`config.mk`:
```
export PLATFORM = sky130hd
export DESIGN_NAME = ufe_seq
export DESIGN_NICKNAME = d
export VERILOG_FILES = /design/src/rtl/core/ufe_pkg.sv /design/src/rtl/core/ufe_seq.sv
export SDC_FILE = /design/constraint.sdc
export NUM_CORES = 1
export LEC_CHECK = 0
export ABC_CLOCK_PERIOD_IN_PS = 2900
export BUFFER_PORTS_ARGS = -buffer_cell sky130_fd_sc_hd__buf_2
export CORE_UTILIZATION = 45
export CTS_BUF_LIST = sky130_fd_sc_hd__clkbuf_16
export DETAILED_ROUTE_END_ITERATION = 10
export GPL_TIMING_DRIVEN = 0
export PLACE_DENSITY = 0.74
export SKIP_LAST_GASP = 1
export SYNTH_ARGS = -nofsm -noshare
export SYNTH_HDL_FRONTEND = slang
export SYNTH_SLANG_ARGS = --single-unit
```
`constraint.sdc`:
```
create_clock -name clk -period 2.9 [get_ports clk]
set_clock_uncertainty 0.1 [all_clocks]
set_input_delay 0.58 -clock clk [delete_from_list [all_inputs] [get_ports clk]]
set_output_delay 0.58 -clock clk [all_outputs]
set_load 0.05 [all_outputs]
```
`src/rtl/core/ufe_pkg.sv`:
```
package ufe_pkg;

  localparam int IDX_W            = 10;
  localparam int CNT_W            = 11;
  localparam int SIZE_W           = 11;
  localparam int MODE_W           = 2;
  localparam int IN_DATA_W        = 24;
  localparam int OUT_DATA_W       = 40;
  localparam int DEF_MAX_ELEMENTS = 1024;

  localparam logic [MODE_W-1:0] MODE_FIND  = 2'd0;
  localparam logic [MODE_W-1:0] MODE_MERGE = 2'd1;
  localparam logic [MODE_W-1:0] MODE_CONN  = 2'd2;

  typedef struct packed {
    logic [IDX_W-1:0] first_root;
    logic [IDX_W-1:0] second_root;
    logic             same_set;
    logic             did_merge;
    logic [CNT_W-1:0] set_total;
    logic             index_error;
  } result_t;

endpackage

```
`src/rtl/core/ufe_seq.sv`:
```
module ufe_seq #(
  parameter int MAX_ELEMENTS = ufe_pkg::DEF_MAX_ELEMENTS
) (
  input  logic                                          clk,
  input  logic                                          rst,
  input  logic                                          clear_req,
  input  logic [ufe_pkg::CNT_W-1:0]                     element_count,
  input  logic                                          in_valid,
  output logic                                          in_ready,
  input  logic [ufe_pkg::MODE_W-1:0]                    in_mode,
  input  logic [ufe_pkg::IDX_W-1:0]                     in_first,
  input  logic [ufe_pkg::IDX_W-1:0]                     in_second,
  output logic                                          res_valid,
  input  logic                                          res_take,
  output ufe_pkg::result_t                              res,
  output logic [$clog2(MAX_ELEMENTS)-1:0]               mem_addr,
  output logic                                          mem_we,
  output logic [ufe_pkg::SIZE_W+$clog2(MAX_ELEMENTS)-1:0] mem_wdata,
  input  logic [ufe_pkg::SIZE_W+$clog2(MAX_ELEMENTS)-1:0] mem_rdata
);

  import ufe_pkg::*;

  localparam int AW = $clog2(MAX_ELEMENTS);
  localparam logic [AW-1:0] LAST_ADDR = AW'(MAX_ELEMENTS - 1);

  typedef enum logic [2:0] {
    CLEAR, IDLE, UP, CMP_RD, CMP_WR, START_B, MRG_A, MRG_B
  } state_t;

  state_t state;
  logic             done;
  logic [AW-1:0]    clr_addr;
  logic [AW-1:0]    top;
  logic [AW-1:0]    walk;
  logic [AW-1:0]    b_addr;
  logic [AW-1:0]    ra;
  logic [AW-1:0]    rb;
  logic [SIZE_W-1:0] size_a;
  logic [SIZE_W-1:0] size_b;
  logic [MODE_W-1:0] mode_r;
  logic             phase;
  logic             same;
  logic             merged;
  logic             err;
  logic [CNT_W-1:0] set_count;

  logic [AW-1:0]     rd_link;
  logic [SIZE_W-1:0] rd_size;
  logic [SIZE_W-1:0] size_sum;
  logic              a_small;
  logic              bad;
  logic              fin;

  assign rd_link  = mem_rdata[AW-1:0];
  assign rd_size  = mem_rdata[SIZE_W+AW-1:AW];
  assign size_sum = SIZE_W'(size_a + size_b);
  assign a_small  = size_a < size_b;
  assign bad      = ({1'b0, in_first} >= element_count) ||
                    ((in_mode != MODE_FIND) && ({1'b0, in_second} >= element_count));
  assign fin      = ((state == UP) && (rd_link == top) && (walk == top)) ||
                    ((state == CMP_WR) && (rd_link == top));

  assign in_ready  = (state == IDLE) && !done && !clear_req;
  assign res_valid = done;

  always_comb begin
    res.first_root  = IDX_W'(ra);
    res.second_root = IDX_W'(rb);
    res.same_set    = same;
    res.did_merge   = merged;
    res.set_total   = set_count;
    res.index_error = err;
  end

  always_comb begin
    mem_addr  = '0;
    mem_we    = 1'b0;
    mem_wdata = '0;
    unique case (state)
      CLEAR: begin
        mem_addr  = clr_addr;
        mem_we    = 1'b1;
        mem_wdata = {SIZE_W'(1), clr_addr};
      end
      IDLE:    mem_addr = AW'(in_first);
      UP:      mem_addr = rd_link;
      CMP_RD:  mem_addr = walk;
      CMP_WR: begin
        mem_addr  = walk;
        mem_we    = 1'b1;
        mem_wdata = {rd_size, top};
      end
      START_B: mem_addr = top;
      MRG_A: begin
        mem_we = 1'b1;
        if (a_small) begin
          mem_addr  = ra;
          mem_wdata = {size_a, rb};
        end else begin
          mem_addr  = rb;
          mem_wdata = {size_b, ra};
        end
      end
      MRG_B: begin
        mem_we = 1'b1;
        if (a_small) begin
          mem_addr  = rb;
          mem_wdata = {size_sum, rb};
        end else begin
          mem_addr  = ra;
          mem_wdata = {size_sum, ra};
        end
      end
      default: mem_addr = '0;
    endcase
  end

  always_ff @(posedge clk) begin
    if (rst) begin
      state    <= CLEAR;
      clr_addr <= '0;
      done     <= 1'b0;
    end else if (clear_req) begin
      state    <= CLEAR;
      clr_addr <= '0;
      done     <= 1'b0;
    end else begin
      unique case (state)
        CLEAR: begin
          if (clr_addr == LAST_ADDR) begin
            state     <= IDLE;
            set_count <= element_count;
          end else begin
            clr_addr <= clr_addr + 1'b1;
          end
        end
        IDLE: begin
          if (done) begin
            if (res_take) done <= 1'b0;
          end else if (in_valid) begin
            mode_r <= in_mode;
            top    <= AW'(in_first);
            walk   <= AW'(in_first);
            b_addr <= AW'(in_second);
            phase  <= 1'b0;
            ra     <= '0;
            rb     <= '0;
            same   <= 1'b0;
            merged <= 1'b0;
            err    <= bad;
            if (bad) begin
              done <= 1'b1;
            end else begin
              state <= UP;
            end
          end
        end
        UP: begin
          if (rd_link == top) begin
            if (!phase) size_a <= rd_size;
            else        size_b <= rd_size;
            if (walk != top) state <= CMP_RD;
          end else begin
            top <= rd_link;
          end
        end
        CMP_RD: state <= CMP_WR;
        CMP_WR: begin
          if (rd_link != top) begin
            walk  <= rd_link;
            state <= CMP_RD;
          end
        end
        START_B: state <= UP;
        MRG_A:   state <= MRG_B;
        MRG_B: begin
          if (a_small) ra <= rb;
          else         rb <= ra;
          merged <= 1'b1;
          if (set_count != '0) set_count <= set_count - 1'b1;
          state <= IDLE;
          done  <= 1'b1;
        end
        default: state <= IDLE;
      endcase

      if (fin) begin
        if (!phase) begin
          ra <= top;
          if (mode_r == MODE_FIND) begin
            state <= IDLE;
            done  <= 1'b1;
          end else begin
            phase <= 1'b1;
            top   <= b_addr;
            walk  <= b_addr;
            state <= START_B;
          end
        end else begin
          rb   <= top;
          same <= (ra == top);
          if ((mode_r == MODE_MERGE) && (ra != top)) begin
            state <= MRG_A;
          end else begin
            state <= IDLE;
            done  <= 1'b1;
          end
        end
      end
    end
  end

endmodule

```
Word-level counts from Yosys, hierarchy flattened
Index checks and enable logic that the tools add are counted.
- bits in registers: 103
- output and inout bits: 68
- word-level logic and storage cells: 150
- add/sub/neg operators: 3
- magnitude comparators: 3
- eq/ne operators: 26
- multiplexer cells: 69
- bitwise gates (word level): 5
- reductions and logical operators: 28
- operator list (operator ; count):
    $mux 10 ; 23
    $pmux 21 s4 ; 1
    $pmux 10 s2 ; 4
    $pmux 10 s7 ; 1
    $mux 3 ; 11
    $eq 10x10->1 ; 3
    $ne 10x10->1 ; 3
    $reduce_and 5->1 ; 5
    $pmux 3 s8 ; 1
    $ge 10x11->1 ; 2
    $mux 1 ; 22
    $mux 11 ; 2
    $pmux 11 s2 ; 1
    $mux 21 ; 1
    $eq 3x3->1 const B ; 4
    $ne 3x3->1 const B ; 4
    $add 11x11->11 ; 1
    $lt 11x11->1 ; 1
    $reduce_bool 11->1 ; 1
    $sub 11x1->11 const B ; 1
    $add 10x1->10 const B ; 1
    $eq 10x10->1 const B ; 1
    $ne 3x2->1 const B ; 3
    $ne 2x2->1 const B ; 4
    other kinds (15) ; 33

Logic depth before layout (Yosys ltp)
Gate-level depths: netlist of run 1.
- depth in word-level cells: 10
- mapped depth: 10

Least setup slack after synthesis of run 1
No wires, ideal clock.
- path kind: reg-to-output
- start: register size_a[5]
- end: output mem_wdata[5] (netlist name)
- arrival: 3.010 ns
- data required time: 2.220 ns
- setup slack: -0.790 ns
- cell stages (with the launch flop): 8
- path through: edfxtp_1 ha_1 a2111oi_2 a211o_2 nand2_1 buf_2 mux2i_1 o21ai_0
- word-level cells in the longest chain between the ends: 3
- ends and longest elaborated chain (what ; line ; RTL):
    from (decl) ; ufe_seq.sv:39 ; logic [SIZE_W-1:0] size_a;
    from (signal assigned) ; ufe_seq.sv:161 ; if (!phase) size_a <= rd_size;
    $lt 11x11->1 (*) ; ufe_seq.sv:58 ; assign a_small = size_a < size_b;
    $mux 10 or $mux 21 (tied branches) ; ufe_seq.sv:107, ufe_seq.sv:97 ;
    $pmux 21 s4 (*) ; ufe_seq.sv:80 ; unique case (state)
    to (decl) ; ufe_seq.sv:18 ; output logic [ufe_pkg::SIZE_W+$clog2(MAX_ELEMENTS)-1:0] mem_wdata,
Every way passes the cells marked *; elsewhere a longest branch is shown, timed or not.

Final worst setup path of run 1
- start: register size_a[3]
- end: output mem_wdata[6] (netlist name)
Same word-level chain as after synthesis.

==> key figures, run 1 <==
Run status
  • Status: finished, violations left
  • Failing checks: setup timing

Power
  • Cell Pwr Density: about 310 nW/um2
  • P_leak: around 3.8 nW
  • VDD IR-drop max: 0.293 mV
  • Final Total Pwr: 3.17 mW

Worst setup path
  • CP max FO: 10
  • Critical Path AT: 2750 ps
  • CP bufs+invs: 2
  • Critical Path Slowest Stage Cell: edfxtp_1
  • Crit-path cells: ha_4 -> o21a_1 -> o31ai_4 -> a211o_2 -> nand2_4 -> buf_12 -> mux2i_4 -> o32ai_4 -> buf_6
  • Required @ worst endpoint: ~2200 ps
  • CP endpoint kind: output port
  • Kind of critical path: flip-flop to output port
  • CP max stage delay: about 460 ps
  • Worst setup SP type: flip-flop
  • Largest delay share family, worst path: compound AO/OA/AOI/OAI gates

Placement
  • Pre-CTS WS: -477 ps
  • Port Buffers: 126
  • Area after DPL: 8970 um2
  • Post-Place Cells: between 1,000 and 1,500
  • GP Congestion: 0.920
  • DP HPWL: 18,200 um

Final layout
  • Fraction of layout cells with a size suffix above 1: a little under a third
  • Post-layout nets: approximately 1,100
  • ANT cells: 0
  • FILL cells: 1,366
  • Final Non-Filler Cells: approximately 1,200
  • Post-route cell area: 10,100 um2
  • Layout Utilization: 60.6%
  • Area growth syn-to-layout: 31.0%

Timing
  • Final worst slack: -532 ps
  • Final Setup Violations: 31
  • Worst slew pin tran: 1170 ps
  • FMAX: 291 MHz
  • Unrepaired setup endpoints after global routing: yes
  • Tmin final: 3430 ps
  • TNS Setup: -14,880 ps
  • Final Max Slew Viols: 0
  • Fin Hold WS: 313 ps
  • Slew headroom: 21.2%
  • Final Hold Vio Count: 0
  • Final worst path period share: 118%

Logic synthesis
  • Sequential share of the synthesized area: a little under two fifths
  • Top_reg_cell synth: edfxtp_1
  • Top post-synthesis cells by area: edfxtp_1 (35%), ha_1 (7.0%), mux2i_1 (5.3%)
  • Avg Cell Area, Syn: 9.36 um2
  • Post-synth cell types: 69
  • Asr flop ratio synth: 0%
  • YS warnings: 0
  • Post-synth top area cell: edfxtp_1
  • Cells after Synth: 826
  • Synth Cell Area: 7730 um2
  • Synth top area share: 34.6%
  • Post-synth EDFFs: 89
  • Yosys reg bits: about 100
  • Synth Net Count: 929

Global routing
  • Congestion Overflow GR: 0
  • Initial antenna violation count: 0
  • Number of global-route vias before repair: 7,225
  • Tot GR Track Use: around 29%
  • Largest net degree at the start of global routing: 25
  • First-pass GRT wire length: 39,000 um

Clocking
  • Clock Latency Late Sink: approximately 370 ps
  • Clock buffer depth: 2
  • Root buf cell: clkbuf_16
  • CTS Sinks: ~100
  • H-tree levels: 3
  • CTS tree: built
  • Clock-pin slew of the registers on the worst-case setup and hold paths: 70 ps
  • Num CTS Buffers: 9

Routing
  • Initial DRC count: 858
  • Avg WL per Cell: 20.9 um
  • Number of routed nets with antenna violations: 0
  • Vias per inst: 6.18
  • # DRC: 0
  • WL final: about 25,000 um
  • Pre-antenna DRT Iters: 5
  • Vias: 7,532

Floorplan
  • Row count: 47
  • Chip width: 133 um
  • Die area: 17,700 um2
  • Ports: 127
  • Die Y: 133 um
  • Initial Utilization: 46.3%
  • Floorplan Core Area: between 15,000 and 20,000 um2

Flow run
  • Max-cap violations: 0

Min path
  • Worst Hold Class: input pin to flip-flop
-- cell usage after synthesis (14+ instances only) --
| master | instances |
|---|---|
| a31oi_1 | 32 |
| o21ai_0 | 37 |
| a22oi_1 | 31 |
| nand3_1 | 17 |
| mux2i_1 | 41 |
| inv_1 | 38 |
| and2_1 | 14 |
| nor2_1 | 68 |
| nand2_1 | 66 |
| a21oi_1 | 64 |
| nor3_1 | 16 |
| clkbuf_1 | 29 |
| edfxtp_1 | 89 |
| xor2_1 | 26 |
| xnor2_1 | 27 |
| ha_1 | 43 |
| buf_2 | 21 |
| dfxtp_1 | 14 |
-- final timing paths --
check                    start            to  slack (ps)  cells after the start
setup / recovery     size_a[3]  mem_wdata[6]        -530                      9
hold / removal    in_second[0]     b_addr[0]         310                      1
setup reg to reg     size_a[3]         rb[7]         130                     12
hold reg to reg    clr_addr[7]   clr_addr[7]         460                      2
-- layout by cell type (no fill, tap or decap), drive strengths merged, types with 33 or more instances in the layout --
cell / count
mux2i: 41
o21ai: 39
buf: 187
nand2: 66
a21oi: 65
nor2: 69
edfxtp: 89
inv: 41
clkbuf: 38
a31oi: 33
ha: 43
-- flip-flops by register name, summed over array words and instances (netlist names), 3 cells and up --
| register | count |
|---|---|
| b_addr | 10 |
| size_b | 11 |
| walk | 10 |
| rb | 10 |
| state | 3 |
| top | 10 |
| ra | 10 |
| clr_addr | 10 |
| set_count | 11 |
| size_a | 11 |
-- per-layer routing --
layer,up-vias,track usage (%),share of wire (%)
li1,3424,-,-
met1,3592,38.0,41
met2,464,46.8,48
met3,52,6.17,9.2
met4,0,8.56,2.1
met5,-,0,0
-- cell type report --
| type | instances | area, um2 | share of cell area [%] |
|---|---|---|---|
| Inverter | 38 | 143 | 1.41 |
| Clock buffer | 9 | 225 | 2.22 |
| Multi-Input combinational cell | 625 | 5030 | 49.7 |
| Clock inverter | 7 | 43.8 | 0.432 |
| Tap cell | 220 | 275 | 2.72 |
| Timing Repair Buffer | 157 | 1120 | 11.1 |
| Sequential cell | 103 | 2950 | 29.2 |
| Buffer | 59 | 338 | 3.34 |
-- logic make-up (layout without fill, tap and decap cells) --
family / Yosys count / in the layout / synth area share, %
AOI/OAI and AO/OA: 238 / 238 / 21.0
xor gates and xnor gates: 53 / 53 / 6.00
adders and majority gates: 44 / 44 / 7.22
buffers and inverters: 99 / 270 / 5.70
DFF: 103 / 103 / 38.2
muxes: 51 / 51 / 6.91
and+or+nand+nor: 238 / 239 / 15.0
-- power breakdown --
| group | internal (mW) | switching, mW |
|---|---|---|
| combinational | 0.135 | 0.211 |
| clock | 0.577 | 0.580 |
| sequential | 1.63 | 0.0327 |
-- what timing repair did --
action | 4_1_cts | 5_1_grt
pin swaps | 20 | 24
gates cloned | 1 | 1
setup buffers | 20 | 7
gates resized for setup | 120 | 42
hold buffers | 0 | 0
setup endpoints to repair | 55 | 67
Note: power is estimated with default switching activity, not from simulation.
==> run 2, diff against run 1 <==
ABC_AREA = 1   (was unset)
CAP_MARGIN = 20   (was unset)
CORE_MARGIN = 2   (was unset)
==> key figures, run 2 <==
Timing
  • Slew headroom: 51.2% (was 21.2%)
  • Final Hold Vio Count: 0 (unchanged)
  • FMAX: 303 MHz (was 291 MHz)
  • Final Setup Violations: 31 (unchanged)
  • Final worst slack: -406 ps (was -532 ps)
  • Final Max Slew Viols: 0 (unchanged)
  • Worst slew pin tran: 729 ps (was 1170 ps)
  • Unrepaired setup endpoints after global routing: yes (unchanged)
  • Fin Hold WS: 305 ps (was 313 ps)
  • Tmin final: 3310 ps (was 3430 ps)
  • Final worst path period share: 114% (was 118%)

Power
  • VDD IR-drop max: 0.286 mV (was 0.293 mV)
  • P_leak: 4.42 nW (was 3.76 nW)
  • Cell Pwr Density: 332 nW/um2 (was 313 nW/um2)

Logic synthesis
  • Sequential share of the synthesized area: 38.4% (was 38.2%)
  • Cells after Synth: 1,028 (was 826)
  • Synth top area share: 34.7% (was 34.6%)
  • Most common cell in the netlist: nand2_1 (was edfxtp_1)
  • YS warnings: 0 (unchanged)
  • Yosys reg bits: 103 (unchanged)
  • Commonest cells post-synth: nand2_1 (245), inv_1 (147), nor2_1 (97), edfxtp_1 (89), o21ai_0 (72) (was edfxtp_1 (89), nor2_1 (68), nand2_1 (66), a21oi_1 (64), ha_1 (43))
  • Top post-synthesis cells by area: edfxtp_1 (35%), nand2_1 (12%), inv_1 (7.2%) (was edfxtp_1 (35%), ha_1 (7.0%), mux2i_1 (5.3%))
  • Asr flop ratio synth: 0% (unchanged)
  • Avg Cell Area, Syn: 7.49 um2 (was 9.36 um2)
  • Synth Cell Area: 7700 um2 (was 7730 um2)
  • Post-synth cell types: 43 (was 69)
  • Post-synth EDFFs: 89 (unchanged)
  • Post-synth top area cell: edfxtp_1 (unchanged)
  • Top_reg_cell synth: edfxtp_1 (unchanged)
  • Synth Net Count: 1,131 (was 929)

Floorplan
  • Ports: 127 (unchanged)
  • Initial Utilization: 46.3% (about the same)
  • Die area: 18,200 um2 (was 17,700 um2)
  • Row count: 47 (unchanged)
  • Die Y: 135 um (was 133 um)
  • Chip width: 135 um (was 133 um)
  • Floorplan Core Area: 16,600 um2 (was 16,700 um2)

Final layout
  • Post-route cell area: 9720 um2 (was 10,100 um2)
  • Final Non-Filler Cells: 1,414 (was 1,218)
  • Most used cells in the layout excluding fill and tap cells: nand2_1 (244), inv_1 (147), buf_2 (104), nor2_1 (94), edfxtp_1 (89) (was buf_2 (113), edfxtp_1 (89), nand2_1 (64), nor2_1 (64), a21oi_1 (55))
  • Layout Utilization: 58.4% (was 60.6%)
  • Area growth syn-to-layout: 26.2% (was 31.0%)
  • Post-layout nets: 1,291 (was 1,096)
  • Multi-input logic area: 4300 um2 (was 5030 um2)
  • Fraction of layout cells with a size suffix above 1: 22.2% (was 31.9%)
  • FILL cells: 1,478 (was 1,366)
  • Biggest regs: set_count (11), size_a (11), size_b (11) (unchanged)
  • Most common cell after layout, fill and taps aside: nand2_1 (was buf_2)
  • Reg area: 2950 um2 (unchanged)

Placement
  • Port Buffers: 126 (unchanged)
  • Area after DPL: 8770 um2 (was 8970 um2)
  • Pre-CTS WS: -381 ps (was -477 ps)
  • Post-Place Cells: 1,378 (was 1,175)
  • DP HPWL: 18,800 um (was 18,200 um)
  • GP Congestion: 0.988 (was 0.920)

Min path
  • Worst Hold Class: input pin to flip-flop (unchanged)
  • Hold Crit Depth: 1 (unchanged)
  • Hold worst-path end: b_addr[1] (was b_addr[0])
  • Hold path start: in_second[1] (was in_second[0])

Worst setup path
  • CP max FO: 10 (unchanged)
  • Required @ worst endpoint: 2220 ps (about the same)
  • Reg2reg end: size_b[5] (was rb[7])
  • Crit-path cells: ha_4 -> a21oi_2 -> nor2_2 -> nor3_4 -> nand3_4 -> buf_8 -> buf_8 -> o211ai_1 -> nand4_1 -> buf_6 (was ha_4 -> o21a_1 -> o31ai_4 -> a211o_2 -> nand2_4 -> buf_12 -> mux2i_4 -> o32ai_4 -> buf_6)
  • Kind of critical path: flip-flop to output port (unchanged)
  • Critical Path AT: 2630 ps (was 2750 ps)
  • FF-to-FF setup slack: 170 ps (was 130 ps)
  • R2R Path Start: top[9] (was size_a[3])
  • Critical Path Slowest Stage Cell: edfxtp_1 (unchanged)
  • Worst setup SP type: flip-flop (unchanged)
  • CP max stage delay: 440 ps (was 460 ps)
  • Largest delay share family, worst path: simple AND/OR/NAND/NOR gates (was compound AO/OA/AOI/OAI gates)
  • R2r worst-path depth: 9 (was 12)
  • CP bufs+invs: 3 (was 2)
  • CP dominant cell by count: buf_8
  • CP endpoint kind: output port (unchanged)

Clocking
  • Clock Latency Late Sink: 370 ps (about the same)
  • Num CTS Buffers: 9 (unchanged)
  • Root buf cell: clkbuf_16 (unchanged)
  • H-tree levels: 3 (unchanged)
  • Clock-pin slew of the registers on the worst-case setup and hold paths: 70 ps (about the same)
  • Clock buffer depth: 2 (unchanged)
  • CTS Sinks: 103 (unchanged)
  • CTS tree: built (unchanged)

Global routing
  • Initial antenna violation count: 1 (was 0)
  • Congestion Overflow GR: 0 (unchanged)
  • Number of global-route vias before repair: 7,381 (was 7,225)
  • Largest net degree at the start of global routing: 38 (was 25)
  • Tot GR Track Use: 27.8% (was 28.7%)
  • First-pass GRT wire length: 38,600 um (was 39,000 um)

Flow run
  • Max-cap violations: 0 (unchanged)

Routing
  • Avg WL per Cell: 18.2 um (was 20.9 um)
  • # DRC: 0 (unchanged)
  • Vias: 8,070 (was 7,532)
  • Number of routed nets with antenna violations: 0 (unchanged)
  • WL final: 25,700 um (was 25,400 um)
  • Pre-antenna DRT Iters: 5 (unchanged)
  • Initial DRC count: 907 (was 858)
  • Vias per inst: 5.71 (was 6.18)

Run status
  • Failing checks: setup timing (unchanged)
  • Status: finished, violations left (unchanged)
run 2: metrics by stage:
| stage | power (mW) | TNS, ps |
|---|---|---|
| finish | 3.23 | -9050 |
| global route | 3.31 | -10960 |
| CTS | 3.22 | -8080 |
| detailed placement | 2.04 | -10980 |
| global placement | 2.03 | -73920 |
| floorplan | 1.91 | -2470 |
run 2: how the worst max path moves through the flow:
stage / start / end / slack (ps) / cells after the start
floorplan: mem_rdata[5] / size_a[0] / -110 / 9
global placement: mem_rdata[7] / size_a[7] / -1360 / 9
detailed placement: mem_rdata[7] / size_a[7] / -380 / 10
CTS: size_b[8] / mem_wdata[13] / -370 / 12
global route: size_b[8] / mem_addr[7] / -470 / 11
finish: size_a[8] / mem_addr[7] / -410 / 10
run 2: logic make-up after synthesis:
| logic type | synth area share (%) |
|---|---|
| xor gates and xnor gates | 3.75 |
| buffers and inverters | 10.3 |
| adders and majority gates | 7.25 |
| and+or+nand+nor | 23.7 |
| DFF | 38.4 |
| AOI/OAI and AO/OA | 16.6 |
run 2: cell type report:
type | instances | share of cell area, %
Sequential cell | 103 | 30.4
Timing Repair Buffer | 149 | 10.7
Inverter | 155 | 5.99
Clock inverter | 6 | 0.283
Buffer | 41 | 2.91
Antenna cell | 1 | 0.0258
Multi-Input combinational cell | 729 | 44.3
Clock buffer | 10 | 2.58
Tap cell | 220 | 2.83
run 2: worst register-to-register path, delay by kind of cell, from the launching register on:
family | cells | cell delay [ps]
buffers and inverters | 4 | 890
and+or+nand+nor | 4 | 770
DFF | 1 | 520
AOI/OAI and AO/OA | 1 | 160
run 2: report_power, final:
group          internal [mW]  leakage [nW]  total [mW]  switching [mW]
registers               1.63         0.932        1.66          0.0270
clock network          0.622         0.145        1.20           0.582
logic                  0.125          3.34       0.361           0.236
total                   2.38          4.42        3.23           0.845
run 2: layer usage:
| metal | up-vias | wire length (um) | track usage [%] |
|---|---|---|---|
| li1 | 3762 | - | - |
| met4 | 0 | 854 | 10.4 |
| met5 | - | 0 | 0 |
| met3 | 81 | 2830 | 7.36 |
| met2 | 528 | 11500 | 43.9 |
| met1 | 3699 | 10500 | 36.6 |
run 2: timing repair:
item                       in CTS  in global routing
pin swaps                      13                 21
hold buffers                    0                  0
setup buffers                  10                  7
cloned                          2                  1
setup endpoints to repair      54                 65
resized for setup             116                 20
hold endpoints to repair        0                  0
==> run 3, diff against run 2 <==
BUFFER_PORTS_ARGS = -buffer_cell sky130_fd_sc_hd__clkbuf_2   (was -buffer_cell sky130_fd_sc_hd__buf_2)
==> key figures, run 3 (synthesis results as in run 2) <==
Final layout
  • Biggest regs: set_count (11), size_a (11), size_b (11) (unchanged)
  • Most common cell after layout, fill and taps aside: nand2_1 (unchanged)
  • Layout Utilization: 59.5% (was 58.4%)
  • Most used cells in the layout excluding fill and tap cells: nand2_1 (239), inv_1 (138), clkbuf_2 (101), nor2_1 (96), edfxtp_1 (89) (was nand2_1 (244), inv_1 (147), buf_2 (104), nor2_1 (94), edfxtp_1 (89))
  • Post-layout nets: 1,303 (was 1,291)
  • Area growth syn-to-layout: 28.6% (was 26.2%)
  • Fraction of layout cells with a size suffix above 1: 23.9% (was 22.2%)
  • ANT cells: 0 (was 1)
  • Post-route cell area: 9900 um2 (was 9720 um2)
  • Final Non-Filler Cells: 1,425 (was 1,414)

Timing
  • Worst slew pin tran: 725 ps (was 729 ps)
  • TNS Setup: -8720 ps (was -9050 ps)
  • Final worst slack: -442 ps (was -406 ps)
  • Final Hold Vio Count: 0 (unchanged)
  • Fin Hold WS: 300 ps (was 305 ps)
  • Final worst path period share: 115% (was 114%)
  • Final Max Slew Viols: 0 (unchanged)
  • Tmin final: 3340 ps (was 3310 ps)
  • Slew headroom: 51.6% (was 51.2%)
  • FMAX: 299 MHz (was 303 MHz)
  • Final Setup Violations: 31 (unchanged)
  • Unrepaired setup endpoints after global routing: yes (unchanged)

Power
  • P_leak: 4.50 nW (was 4.42 nW)
  • VDD IR-drop max: 0.290 mV (was 0.286 mV)
  • Cell Pwr Density: 334 nW/um2 (was 332 nW/um2)
  • Final Total Pwr: 3.31 mW (was 3.23 mW)

Routing
  • Pre-antenna DRT Iters: 10 (was 5)
  • Number of routed nets with antenna violations: 0 (unchanged)
  • Avg WL per Cell: 18.0 um (was 18.2 um)
  • WL met3: 2840 um (was 2830 um)
  • Vias: 8,007 (was 8,070)
  • Vias per inst: 5.62 (was 5.71)
  • Met2 WL post-DR: 11,600 um (was 11,500 um)
  • M1 WL: 10,400 um (was 10,500 um)
  • # DRC: 1 (was 0)
  • Initial DRC count: 871 (was 907)
  • WL final: 25,700 um (about the same)
  • Top sig layer: met4 (unchanged)

Floorplan
  • Die area: 18,200 um2 (unchanged)
  • Die Y: 135 um (unchanged)
  • Initial Utilization: 46.3% (unchanged)
  • Chip width: 135 um (unchanged)
  • Floorplan Core Area: 16,600 um2 (unchanged)
  • Row count: 47 (unchanged)
  • Ports: 127 (unchanged)

Worst setup path
  • Kind of critical path: flip-flop to output port (unchanged)
  • FF-to-FF setup slack: 90 ps (was 170 ps)
  • Worst setup SP type: flip-flop (unchanged)
  • Critical Path AT: 2660 ps (was 2630 ps)
  • Critical Path Source: size_a[8] (unchanged)
  • Critical Path Slowest Stage Cell: edfxtp_1 (unchanged)
  • CP max stage delay: 440 ps (about the same)
  • CP endpoint kind: output port (unchanged)
  • R2r worst-path depth: 10 (was 9)
  • CP dominant cell by count: buf_8 (unchanged)
  • Largest delay share family, worst path: simple AND/OR/NAND/NOR gates (unchanged)
  • R2R Path Start: top[4] (was top[9])
  • CP max FO: 10 (unchanged)
  • Crit-path cells: ha_4 -> inv_1 -> nor3_4 -> nand3_2 -> nand3_4 -> clkbuf_16 -> buf_8 -> nand2_1 -> o211ai_1 -> nand4_1 -> buf_8 (was ha_4 -> a21oi_2 -> nor2_2 -> nor3_4 -> nand3_4 -> buf_8 -> buf_8 -> o211ai_1 -> nand4_1 -> buf_6)
  • CP Depth: 11 (was 10)
  • Required @ worst endpoint: 2220 ps (about the same)
  • CP bufs+invs: 4 (was 3)

Global routing
  • Largest net degree at the start of global routing: 36 (was 38)
  • Initial antenna violation count: 1 (unchanged)
  • Congestion Overflow GR: 0 (unchanged)
  • Tot GR Track Use: 27.7% (was 27.8%)
  • Number of global-route vias before repair: 7,337 (was 7,381)
  • First-pass GRT wire length: 38,600 um (about the same)

Clocking
  • Root buf cell: clkbuf_16 (unchanged)
  • H-tree levels: 3 (unchanged)
  • Num CTS Buffers: 9 (unchanged)
  • CTS tree: built (unchanged)
  • CTS Sinks: 103 (unchanged)
  • Clock-pin slew of the registers on the worst-case setup and hold paths: 80 ps (was 70 ps)
  • Clock Latency Late Sink: 380 ps (was 370 ps)
  • Clock buffer depth: 2 (unchanged)

Min path
  • Worst Hold Class: input pin to flip-flop (unchanged)
  • Hold Crit Depth: 1 (unchanged)
  • Hold path start: in_mode[1] (was in_second[1])

Placement
  • GP Congestion: 0.977 (was 0.988)
  • DP HPWL: 18,700 um (was 18,800 um)
  • Post-Place Cells: 1,378 (unchanged)
  • Area after DPL: 8770 um2 (unchanged)
  • Port Buffers: 126 (unchanged)
  • Pre-CTS WS: -356 ps (was -381 ps)

Run status
  • Failing checks: DRC, setup timing (was setup timing)
  • Status: finished, violations left (unchanged)

Flow run
  • Max-cap violations: 0 (unchanged)
==> run 3: changes by cell type in the layout (fill, tap and decap cells not counted), moves of 4 or more <==
cell and delta:
buf_6 -20, buf_4 +8, buf_2 -95, inv_2 +6, inv_1 -9, o21ai_1 +4
clkbuf_8 +19, nand2_2 +6, nand2_1 -5, buf_8 +7, clkbuf_2 +95
==> run 3: cell type report <==
cell class                      instances  area (um2)
Fill cell                            1439        6740
Multi-Input combinational cell        729        4290
Inverter                              155         586
Clock inverter                          7        71.3
Sequential cell                       103        2950
Clock buffer                            9         225
Tap cell                              220         275
Buffer                                 41         288
Timing Repair Buffer                  161        1210
==> run 3: timing repair <==
action                     4_1_cts  5_1_grt
hold buffers                     0        0
pin swaps                       10       11
gates cloned                     1        1
setup endpoints to repair       54       65
resized for setup              107       51
buffers inserted                16       13
==> run 3: metal layers <==
metal / up-vias / GRT usage (%)
met1: 3654 / 36.4
met3: 70 / 6.91
met2: 489 / 43.8
met5: - / 0
met4: 0 / 11.5
li1: 3794 / -
==> run 3: worst paths after layout <==
check,end
worst max register to register,size_b[6]
worst max-delay path,mem_addr[7]
worst min register to register,clr_addr[7]
worst min-delay path,mode_r[1]
==> run 3: where the power goes <==
group	total, mW	switching [mW]	internal [mW]
combinational	0.362	0.235	0.127
sequential	1.66	0.0272	1.63
clock	1.29	0.617	0.671
total	3.31	0.880	2.43
